--- src/rtl/core/qsst_pkg.sv ---
// Package for the stream state table: field widths, slot count, command and
// part-state codes, and the packed payload and queue entry types.
// No dependencies; every other file refers to it by scoped names.
package qsst_pkg;

    // Table size and field widths
    localparam int NUM_SLOTS    = 64;
    localparam int SLOT_IDX_W   = $clog2(NUM_SLOTS);
    localparam int SLOT_FIELD_W = 6;
    localparam int CODE_W       = 62;
    localparam int QUEUE_DEPTH  = 2;
    localparam int QUEUE_PTR_W  = $clog2(QUEUE_DEPTH);
    localparam int QUEUE_CNT_W  = $clog2(QUEUE_DEPTH + 1);

    // Commands
    typedef enum logic [3:0] {
        CMD_ALLOC          = 4'd0,
        CMD_RELEASE        = 4'd1,
        CMD_ENSURE_SEND    = 4'd2,
        CMD_ALL_SENT       = 4'd3,
        CMD_ACKED          = 4'd4,
        CMD_RESET_SEND     = 4'd5,
        CMD_RESET_ACKED    = 4'd6,
        CMD_SIZE_KNOWN     = 4'd7,
        CMD_ALL_RECEIVED   = 4'd8,
        CMD_ALL_READ       = 4'd9,
        CMD_RESET_RECV     = 4'd10,
        CMD_APP_READ_RESET = 4'd11,
        CMD_STOP_REQ       = 4'd12,
        CMD_QUERY          = 4'd13
    } t_qsst_cmd;

    // Send part states
    typedef enum logic [2:0] {
        SP_NONE        = 3'd0,
        SP_READY       = 3'd1,
        SP_SEND        = 3'd2,
        SP_DATA_SENT   = 3'd3,
        SP_DATA_RECVD  = 3'd4,
        SP_RESET_SENT  = 3'd5,
        SP_RESET_RECVD = 3'd6
    } t_qsst_sp;

    // Receive part states
    typedef enum logic [2:0] {
        RP_NONE        = 3'd0,
        RP_RECV        = 3'd1,
        RP_SIZE_KNOWN  = 3'd2,
        RP_DATA_RECVD  = 3'd3,
        RP_DATA_READ   = 3'd4,
        RP_RESET_RECVD = 3'd5,
        RP_RESET_READ  = 3'd6
    } t_qsst_rp;

    // Back end sequencer states
    typedef enum logic {
        BS_FETCH = 1'b0,
        BS_EXEC  = 1'b1
    } t_qsst_bst;

    // Input word
    typedef struct packed {
        logic [3:0]              command;
        logic [SLOT_FIELD_W-1:0] slot;
        logic [1:0]              stream_type;
        logic [CODE_W-1:0]       error_code;
        logic                    final_size_known;
    } t_qsst_in;

    // Result word
    typedef struct packed {
        logic              ok;
        logic              slot_used;
        logic [2:0]        send_part_state;
        logic [2:0]        recv_part_state;
        logic              want_reset_frame;
        logic              want_stop_frame;
        logic              stop_requested;
        logic [CODE_W-1:0] local_reset_code;
        logic [CODE_W-1:0] peer_reset_code;
        logic [CODE_W-1:0] stop_code;
    } t_qsst_out;

    // Classified command as queued between front and back
    typedef struct packed {
        t_qsst_cmd             cmd;
        logic                  in_range;
        logic [SLOT_IDX_W-1:0] idx;
        logic [1:0]            stream_type;
        logic [CODE_W-1:0]     code;
        logic                  fsk;
    } t_qsst_op;

    // Per-slot control entry
    typedef struct packed {
        t_qsst_sp sp;
        t_qsst_rp rp;
        logic     want_reset;
        logic     want_stop;
        logic     stop_req;
    } t_qsst_ent;

    // Queue status toward the front and back
    typedef struct packed {
        logic full;
        logic not_empty;
    } t_qsst_qstat;

endpackage

--- src/rtl/core/qsst_queue.sv ---
// Short queue of classified commands between the front and back ends.
// Depends on qsst_pkg.
module qsst_queue (
    input  logic                  i_clk,
    input  logic                  i_rst_n,
    input  logic                  i_push,
    input  qsst_pkg::t_qsst_op    i_op,
    input  logic                  i_pop,
    output qsst_pkg::t_qsst_op    o_op,
    output qsst_pkg::t_qsst_qstat o_stat
);

    qsst_pkg::t_qsst_op                  r_q [qsst_pkg::QUEUE_DEPTH];
    logic [qsst_pkg::QUEUE_PTR_W-1:0]    r_wp, n_wp;
    logic [qsst_pkg::QUEUE_PTR_W-1:0]    r_rp, n_rp;
    logic [qsst_pkg::QUEUE_CNT_W-1:0]    r_cnt, n_cnt;

    // Advance pointers and count
    always_comb begin
        n_wp  = r_wp;
        n_rp  = r_rp;
        n_cnt = r_cnt;
        if (i_push) begin
            n_wp = (32'(r_wp) == qsst_pkg::QUEUE_DEPTH - 1) ?
                   '0 : r_wp + qsst_pkg::QUEUE_PTR_W'(1);
        end
        if (i_pop) begin
            n_rp = (32'(r_rp) == qsst_pkg::QUEUE_DEPTH - 1) ?
                   '0 : r_rp + qsst_pkg::QUEUE_PTR_W'(1);
        end
        if (i_push && !i_pop) begin
            n_cnt = r_cnt + qsst_pkg::QUEUE_CNT_W'(1);
        end else if (i_pop && !i_push) begin
            n_cnt = r_cnt - qsst_pkg::QUEUE_CNT_W'(1);
        end
    end

    always_ff @(posedge i_clk) begin
        if (!i_rst_n) begin
            r_wp  <= '0;
            r_rp  <= '0;
            r_cnt <= '0;
        end else begin
            r_wp  <= n_wp;
            r_rp  <= n_rp;
            r_cnt <= n_cnt;
        end
    end

    // Store pushed words
    always_ff @(posedge i_clk) begin
        if (i_push) begin
            r_q[r_wp] <= i_op;
        end
    end

    assign o_op             = r_q[r_rp];
    assign o_stat.full      = 32'(r_cnt) == qsst_pkg::QUEUE_DEPTH;
    assign o_stat.not_empty = r_cnt != '0;

endmodule

--- config.mk ---
export PLATFORM = sky130hd
export DESIGN_NAME = qsst_queue
export DESIGN_NICKNAME = d
export VERILOG_FILES = /design/src/rtl/core/qsst_pkg.sv /design/src/rtl/core/qsst_queue.sv
export SDC_FILE = /design/constraint.sdc
export NUM_CORES = 1
export LEC_CHECK = 0
export ABC_AREA = 1
export BUFFER_PORTS_ARGS = -buffer_cell sky130_fd_sc_hd__buf_2
export CAP_MARGIN = 20
export CORE_UTILIZATION = 35
export DETAILED_ROUTE_END_ITERATION = 8
export PLACE_DENSITY = 0.62
export SYNTH_ARGS = -nofsm -noshare
export SYNTH_HDL_FRONTEND = slang
export SYNTH_SLANG_ARGS = --single-unit
export TNS_END_PERCENT = 20
--- constraint.sdc ---
create_clock -name i_clk -period 5.9 [get_ports i_clk]
set_input_delay 0.885 -clock i_clk [delete_from_list [all_inputs] [get_ports i_clk]]
set_output_delay 0.885 -clock i_clk [all_outputs]
set_load 0.01 [all_outputs]
======== After elaboration in Yosys (flattened, before gate mapping) ========
Memories as Yosys holds them, arrays and structs flattened. A register that Yosys moved wholly into a read port is not among the register bits.
Index checks and enable logic that the tools add are counted.
word-level totals
  memories kept ........................... 1
  word-level logic and storage cells ...... 23
  bits in writable memories ............... 152
  register bits after elaboration ......... 4
  bits of input ports ..................... 80
cells by class
  equal/unequal tests ..................... 1
  reductions and logical operators ........ 6
  add/sub/neg operators ................... 4
  mux-type cells .......................... 8
memories
  memory  words  width  read ports  clocked after Yosys merged registers in  write ports  RTL line          RTL
  r_q     2      76     1           1                                        1            qsst_queue.sv:13  qsst_pkg::t_qsst_op r_q [qsst_pkg::QUEUE_DEPTH];
operators by type and width
  kind                                              number
  2-to-1 mux 1 bit                                  6
  2-to-1 mux 2 bit                                  2
  nonzero test 2 bit                                2
  adder 1 bit, second input constant                2
  adder 2 x 1 -> 2 bit, second input constant       1
  equality test 2 bit, second input constant        1
  logical AND 1 bit                                 2
  zero test 1 bit                                   2
  subtractor 2 x 1 -> 2 bit, second input constant  1

======== Longest topological paths before layout ========
Gate-level depths: netlist of the first run.
  depth in word-level cells ............... 4
  gate-level depth with buffers ........... 8
  gate-level depth less buffers ........... 8

======== Worst setup path before layout of the first run ========
Ideal clock, no wire load.
  kind .................................... input -> register
  start point ............................. input port i_push
  end point ............................... memory r_q[0][0] (netlist bit) (enable)
  required time ........................... 5.387 ns
  stages .................................. 2
  buffers on the path ..................... 0
  path slack .............................. 1.278 ns
  library setup time ...................... 0.513 ns
  arrival ................................. 4.110 ns
  cells stage by stage .................... inv_1 nor2_1
on the way
  word-level cells in the longest chain between the ends .. 2
ends and longest elaborated chain
  what                                    RTL line          RTL
  start, declared                         qsst_queue.sv:6   input logic i_push,
  2-to-1 mux 1 bit                        qsst_queue.sv:52  if (i_push) begin
  2-to-1 mux 1 bit (not written as such)  qsst_queue.sv:53  r_q[r_wp] <= i_op;
  end, declared                           qsst_queue.sv:13
No other way between the ends.

==> flow_summary.ini, run 1 <==
[status]
outcome = completed

[sta]
grt_setup_unrepaired = false
fin_tns_setup_ps = 0
worst_pin_slew_ps = 918
hold_viol = 0
slew-limit-headroom_pct = 38.6
fmax_mhz = 308
slew_viol_final = 0
fin_skew_ps = 11.1
min_period_ps = 3250
setup_viol = 0
fin_crit_sh_pct = 55.0

[min_path]
hp-class = reg -> reg

[detailed_routing]
via_per_inst = 4.43
route.vias.total = 2964
wire_per_inst_um = 15.3
initialDrtViolationCount = 120
routed_wl_um = 10200
drc_errors = 0
first_pass_iters = 4
antenna_left = 0

[global_route]
overflow = 0
antenna_found_initial = 1
grt_pass1_wl_um = 15800
grt_pass1_vias = 3097
grt_max_degree = 47
grt_usage_pct = 12.2

[logic_synthesis]
synthCells = 271
mappedNetlistArea_mm2 = 0.00587
synth-seq-cells = 157
ys.warnings.count = 0
syn_nets = 352
syn_avg_cell_area_um2 = 21.6
synthDistinctLibCells = 15
seq_area_frac_synth_pct = 79.5

[cells_and_area]
seqCellArea_mm2 = 0.00467
nNetsFinal = 523
area_delta_synth_final_pct = 27.4
drive_gt1_share_pct = 57.8
multi_input_area_mm2 = 0.00111
diodes = 0
fill_cells = 1415
instances_no_fill = 669

[critical_path]
crit_required_ps = 5020
crit_end = o_op[59]
worstRegToRegCells = 2
reg2reg_slack_ps = 3740
rr_startpoint = r_wp
endpoint_kind = primary output
cp.arrival_ps = 2360
critPathLaunchType = flop
worst-path-max-fanout = 42
worstSetupPathType = reg -> out
r2r-end = r_q[0][62]

[cts]
cts-root-buf = clkbuf_16
clkSinkCount = 157
cts_inserted_buffers = 17
clk_latency_ps = 420
holdBufCountCts = 0
postCtsSetupRepairBufs = 0
cts.clk_slew.worst_paths_ps = 60
cts_tree = built
cts_resized = 0
clockBufferDepth = 2
cts_htree_levels = 4

[floorplan]
std_cell_rows = 46
core_area_mm2 = 0.0161
chipWidth_um = 131
io_pins = 158
die-area_mm2 = 0.0173
die_y_um = 131
initial_core_util_pct = 36.4

[placed_design]
gp_congestion = 0.723
io_buffers = 157
hpwlAfterDp_um = 6530
place_inst = 639

[power]
power_density_mw_per_mm2 = 353
ir_worst_vdd_mv = 0.176
power.leakage_nw = 2.92

[flow_run]
maxCapViolCount = 0
==> kinds of logic (layout without fill, tap and decap cells) <==
logic type	count (synthesis)	after routing	share of synthesized area (%)
mux	76	76	17.2
compound gates	2	2	0.170
fa+ha+maj	1	1	0.213
buf+inv	16	198	1.66
flops	157	157	79.5
simple gates	19	19	1.28
==> worst max-delay path, cell delays in order (launching register included) <==
cell and delay [ps]:
dfxtp_4 700, buf_4 690, mux2_2 410, buf_2 140
==> cells in the mapped netlist (all sizes together) <==
master	count	area, µm²
edfxtp	152	4560
mux2	76	1010
nand2	9	33.8
buf	8	67.6
inv	8	30.0
nor2	8	30.0
dfxtp	5	100
a21oi	1	5.00
ha	1	12.5
nand3	1	5.00
nand4	1	6.26
o21ai	1	5.00
==> flip-flops by register name (all words and copies together) (netlist names), named ones only <==
register,cells
r_rp,1
r_cnt,2
r_wp,1
r_q,152
==> through the flow <==
step | worst slack (ps) | total power [mW] | hold WS [ps] | util (%) | instance area [µm²]
finish | 2650 | 2.64 | 496 | 46.4 | 7470
CTS | 2570 | 2.67 | 502 | 46.4 | 7470
detailed placement | 2990 | 1.57 | 480 | 42.7 | 6890
floorplan | 1280 | 1.47 | 463 | - | 5870
global placement | 3010 | 1.57 | 479 | 42.7 | 6890
global route | 2500 | 2.73 | 561 | 46.4 | 7470
==> placed cells by master, fill, tap and decap left out, drive strengths merged <==
master / n
clkinv: 6
nand2: 9
buf: 160
o21ai: 1
mux2: 76
nor2: 8
a21oi: 1
inv: 7
nand4: 1
ha: 1
clkbuf: 21
bufinv: 4
dfxtp: 5
nand3: 1
edfxtp: 152
==> worst min path at each step <==
stage | cells after the start | to | from | slack, ps
after floorplan | 2 | flop | r_rp | 460
after global placement | 2 | r_rp | r_rp | 480
after detailed placement | 2 | flop | r_rp | 480
after CTS | 2 | flop | r_rp | 500
after global routing | 3 | flop | r_rp | 560
final | 2 | flop | r_rp | 500
==> layout make-up <==
| type | count | area share (%) |
|---|---|---|
| Clock buffer | 21 | 5.89 |
| Clock inverter | 9 | 1.94 |
| Inverter | 8 | 0.418 |
| Multi-Input combinational cell | 98 | 14.9 |
| Sequential cell | 157 | 62.5 |
| Tap cell | 216 | 3.62 |
| Timing Repair Buffer | 160 | 10.8 |
==> metal layers <==
metal	up-vias	wire (µm)	global-route usage [%]
li1	1394	-	-
met1	1438	4540	14.5
met2	114	4820	19.3
met3	16	656	4.78
met4	2	178	5.81
met5	-	13	0
==> where the power goes <==
part           switching [mW]  total, mW  internal [mW]  leakage [nW]
combinational           0.115      0.231          0.116          1.17
clock                   0.397       1.10          0.699         0.283
sequential             0.0212       1.31           1.29          1.47
total                   0.533       2.64           2.11          2.92
Note: power is estimated with default switching activity, not from simulation.
==> run 2: changes to the inputs <==
- PLACE_DENSITY: 0.62 -> 0.64
- clock period: 5.9 -> 2.75 ns (I/O delays scaled with it)
==> run 2 against run 1 <==
Effect of this change:
- critical path depth is the same
- combinational power increased by 120%
- design area increased by 0.50%
- register-to-register slack worse by 2400 ps
- clock-buffer cell count fell by 3
- first-iteration DRC count rose by 31%
- cell count grew 0.90%
- power up 110%
==> flow_summary.ini, run 2 (synthesis results as in run 1) <==
[critical_path]
worst-path-max-fanout = 24
worstSetupPathType = reg -> out
endpoint_kind = primary output
critPathLaunchType = flop
cp.arrival_ps = 1890
crit_required_ps = 2340

[cells_and_area]
reg_top3 = r_q: 152 flops, r_cnt: 2 flops
mostFrequentLayoutCell = buf_2
diodes = 0
nNetsFinal = 527
final_cell_mix = buf_2, edfxtp_1, mux2_4
top_register = r_q
drive_gt1_share_pct = 58.8
fin_util_pct = 46.6
area_delta_synth_final_pct = 28.1
largest_register_ffs = 152

[cts]
clockBufferDepth = 2
cts.clk_slew.worst_paths_ps = 60
cts_tree = built
clk_latency_ps = 420
cts_htree_levels = 4
cts_inserted_buffers = 17
cts-root-buf = clkbuf_16
cts_resized = 0
holdBufCountCts = 0
clkSinkCount = 157
postCtsSetupRepairBufs = 0

[sta]
fin_skew_ps = 4.63
slew_viol_final = 0
hold_viol = 0
worst_pin_slew_ps = 529
fmax_mhz = 434
worst_slack_ps = 448
fin_tns_setup_ps = 0
setup_viol = 0
hold_ws_ps = 174
slew-limit-headroom_pct = 64.7
fin_crit_sh_pct = 83.7
grt_setup_unrepaired = false
min_period_ps = 2300

[placed_design]
dp_slack_ps = 859
hpwlAfterDp_um = 7030
io_buffers = 157
gp_congestion = 0.713

[power]
power.leakage_nw = 2.93
finalPower_mw = 5.53
power.share.clock_pct = 39.9
intPower_mw = 4.34
ir_worst_vdd_mv = 0.434
power_switching_mw = 1.18
seqPwrFrac_pct = 50.9
power_density_mw_per_mm2 = 736
sw_frac_of_total_pct = 21.4
combPwrFrac_pct = 9.3

[floorplan]
die_y_um = 131
std_cell_rows = 46
io_pins = 158
core_area_mm2 = 0.0161
die-area_mm2 = 0.0173
chipWidth_um = 131
initial_core_util_pct = 36.4

[detailed_routing]
first_pass_iters = 4
via_per_inst = 4.41
initialDrtViolationCount = 157
route.vias.total = 2974
drc_errors = 0
antenna_left = 0
wire_per_inst_um = 15.4
routed_wl_um = 10400

[global_route]
grt_usage_pct = 12.8
grt_pass1_wl_um = 16500
overflow = 0
grt_max_degree = 42
antenna_found_initial = 0
grt_pass1_vias = 3235

[min_path]
hp-class = in -> reg

[status]
outcome = completed

[flow_run]
maxCapViolCount = 0
-- run 2: area by class of cell --
cell class                 count  area [µm²]
sequential                   157        4670
tap                          216         270
multi-input combinational     98        1110
clock inverter                14         126
fill                        1426        8600
clock buffer                  18         429
inverter                       8        31.3
timing repair buffer         164         876
-- run 2: critical path, cell delays in order, from the launching register on --
cell and delay, ps:
dfxtp_4 620, buf_4 330, mux2_2 370, buf_2 140
-- run 2: worst paths after layout --
check,startpoint,endpoint,slack (ps),depth (start not counted)
min reg2reg,r_rp,flop,500,2
min,i_op[12],r_q[1][12],170,1
max,flop,o_op[65],450,3
max reg2reg,r_wp,r_q[1][37],1330,3
-- run 2: routing by layer --
layer / vias up / global-route usage (%) / wire (µm)
li1: 1401 / - / -
met4: 0 / 4.84 / 136
met5: - / 0 / 0
met3: 13 / 6.29 / 744
met1: 1445 / 13.3 / 4180
met2: 115 / 22.3 / 5350
-- run 2: power groups by stage --
| stage | sequential [mW] | clock (mW) | combinational, mW |
|---|---|---|---|
| 2_1_floorplan | 2.84 | 0 | 0.312 |
| 3_3_place_gp | 2.86 | 0 | 0.510 |
| 3_5_place_dp | 2.86 | 0 | 0.522 |
| 4_1_cts | 2.81 | 2.26 | 0.523 |
| 5_1_grt | 2.82 | 2.37 | 0.555 |
| 6_report | 2.81 | 2.20 | 0.513 |
-- run 2: per-stage QoR --
stage	instance area, µm²	cells
5_1_grt	7510	675
2_1_floorplan	5870	271
4_1_cts	7510	675
6_report	7510	675
3_3_place_gp	6960	643
3_5_place_dp	6960	643
==> run 3: changes to the inputs <==
- PLACE_DENSITY: 0.64 -> 0.62
- clock period: 2.75 -> 2.39 ns (I/O delays scaled with it)
==> run 3 against run 2 <==
Effect of this change:
- design area fell by 0.25%
- die area unchanged
- cell count decreased by 0.15%
- wire length is 2.1% higher
- clock power rose by 15%
- sequential cell count did not move
- combinational power increased by 18%
- clock skew grew 0.57 ps
- worst setup slack worse by 49 ps
- via count up 0.64%
- power grew 15%
==> flow_summary.ini, run 3 (synthesis results as in run 1) <==
[cells_and_area]
fin_util_pct = 46.5
nNetsFinal = 526
instances_no_fill = 674
multi_input_area_mm2 = 0.00111
seqCellArea_mm2 = 0.00467
diodes = 0
final_cell_mix = buf_2, edfxtp_1, mux2_4
reg_top3 = r_q: 152 flops, r_cnt: 2 flops
largest_register_ffs = 152
mostFrequentLayoutCell = buf_2
drive_gt1_share_pct = 58.5
fill_cells = 1436
top_register = r_q
area_delta_synth_final_pct = 27.8

[critical_path]
worstSetupPathType = reg -> out
cp.arrival_ps = 1630
reg2reg_slack_ps = 1010
rr_startpoint = r_wp
critPathLaunchType = flop
worst-path-max-fanout = 45
endpoint_kind = primary output
crit_required_ps = 2030

[power]
power_density_mw_per_mm2 = 849
sw_frac_of_total_pct = 21.3
ir_worst_vdd_mv = 0.455
seqPwrFrac_pct = 50.7
intPower_mw = 5.00
power.leakage_nw = 2.93
combPwrFrac_pct = 9.5
power.share.clock_pct = 39.9
power_switching_mw = 1.36

[sta]
fin_crit_sh_pct = 83.3
slew_viol_final = 0
min_period_ps = 1990
worst_slack_ps = 399
fmax_mhz = 502
slew-limit-headroom_pct = 62.6
fin_skew_ps = 5.20
hold_viol = 0
setup_viol = 0
fin_tns_setup_ps = 0
worst_pin_slew_ps = 562
grt_setup_unrepaired = false

[detailed_routing]
initialDrtViolationCount = 121
antenna_left = 0
first_pass_iters = 4
route.vias.total = 2993
wire_per_inst_um = 15.8
via_per_inst = 4.44
drc_errors = 0
routed_wl_um = 10600

[cts]
holdBufCountCts = 0
cts.clk_slew.worst_paths_ps = 60
cts_inserted_buffers = 17
cts_resized = 0
clk_latency_ps = 410
cts_tree = built
cts-root-buf = clkbuf_16
clkSinkCount = 157
postCtsSetupRepairBufs = 0
clockBufferDepth = 2
cts_htree_levels = 4

[placed_design]
io_buffers = 157
dp_slack_ps = 821
place_inst = 642
hpwlAfterDp_um = 6710
gp_congestion = 0.753

[min_path]
hp-class = in -> reg
min_from = i_op[31]

[floorplan]
die-area_mm2 = 0.0173
die_y_um = 131
std_cell_rows = 46
chipWidth_um = 131
core_area_mm2 = 0.0161
initial_core_util_pct = 36.4
io_pins = 158

[global_route]
grt_pass1_vias = 3220
overflow = 0
antenna_found_initial = 0
grt_max_degree = 46
grt_pass1_wl_um = 16700
grt_usage_pct = 12.7

[status]
outcome = completed

[flow_run]
maxCapViolCount = 0
[run 3: cell types whose count changed in the layout (fill, tap and decap cells not counted)]
| cell | delta |
|---|---|
| clkinvlp_4 | -2 |
| clkbuf_1 | +1 |
| clkinv_4 | +2 |
| buf_12 | -1 |
| clkinv_2 | -1 |
[run 3: cell type report]
type,instances,share of cell area (%)
inverters,8,0.417
clock inverters,13,1.65
clock buffers,19,5.78
well taps,216,3.61
multi-input cells,98,14.8
repair buffers,163,11.4
flip-flops and latches,157,62.3
[run 3: routing by layer]
layer | global-route usage [%] | wire length, µm
met5 | 0 | 0
met4 | 4.46 | 124
met3 | 4.82 | 646
met2 | 21.0 | 5260
met1 | 15.2 | 4600
[run 3: power by group through the flow]
stage               Clock [mW]  Sequential [mW]  Combinational [mW]
global route              2.72             3.23               0.653
global placement             0             3.27               0.599
finish                    2.54             3.22               0.603
floorplan                    0             3.27               0.359
CTS                       2.62             3.22               0.617
detailed placement           0             3.28               0.616
[run 3: final timing paths]
| check | cells after the start | endpoint |
|---|---|---|
| worst min register to register | 2 | flop |
| worst min-delay path | 1 | r_q[1][31] |
| worst max-delay path | 3 | o_op[58] |
| worst max register to register | 3 | r_q[1][71] |
[run 3: through the flow]
step	hold slack, ps	instance area [µm²]	total power, mW
floorplan	457	5870	3.63
global placement	477	6940	3.87
detailed placement	483	6940	3.90
CTS	111	7490	6.46
global route	105	7490	6.60
finish	135	7490	6.36
[run 3: worst max-delay path, cell delays in order, from the launching register on]
cell and delay, ps:
dfxtp_4 370, buf_12 280, mux2_2 380, buf_2 140
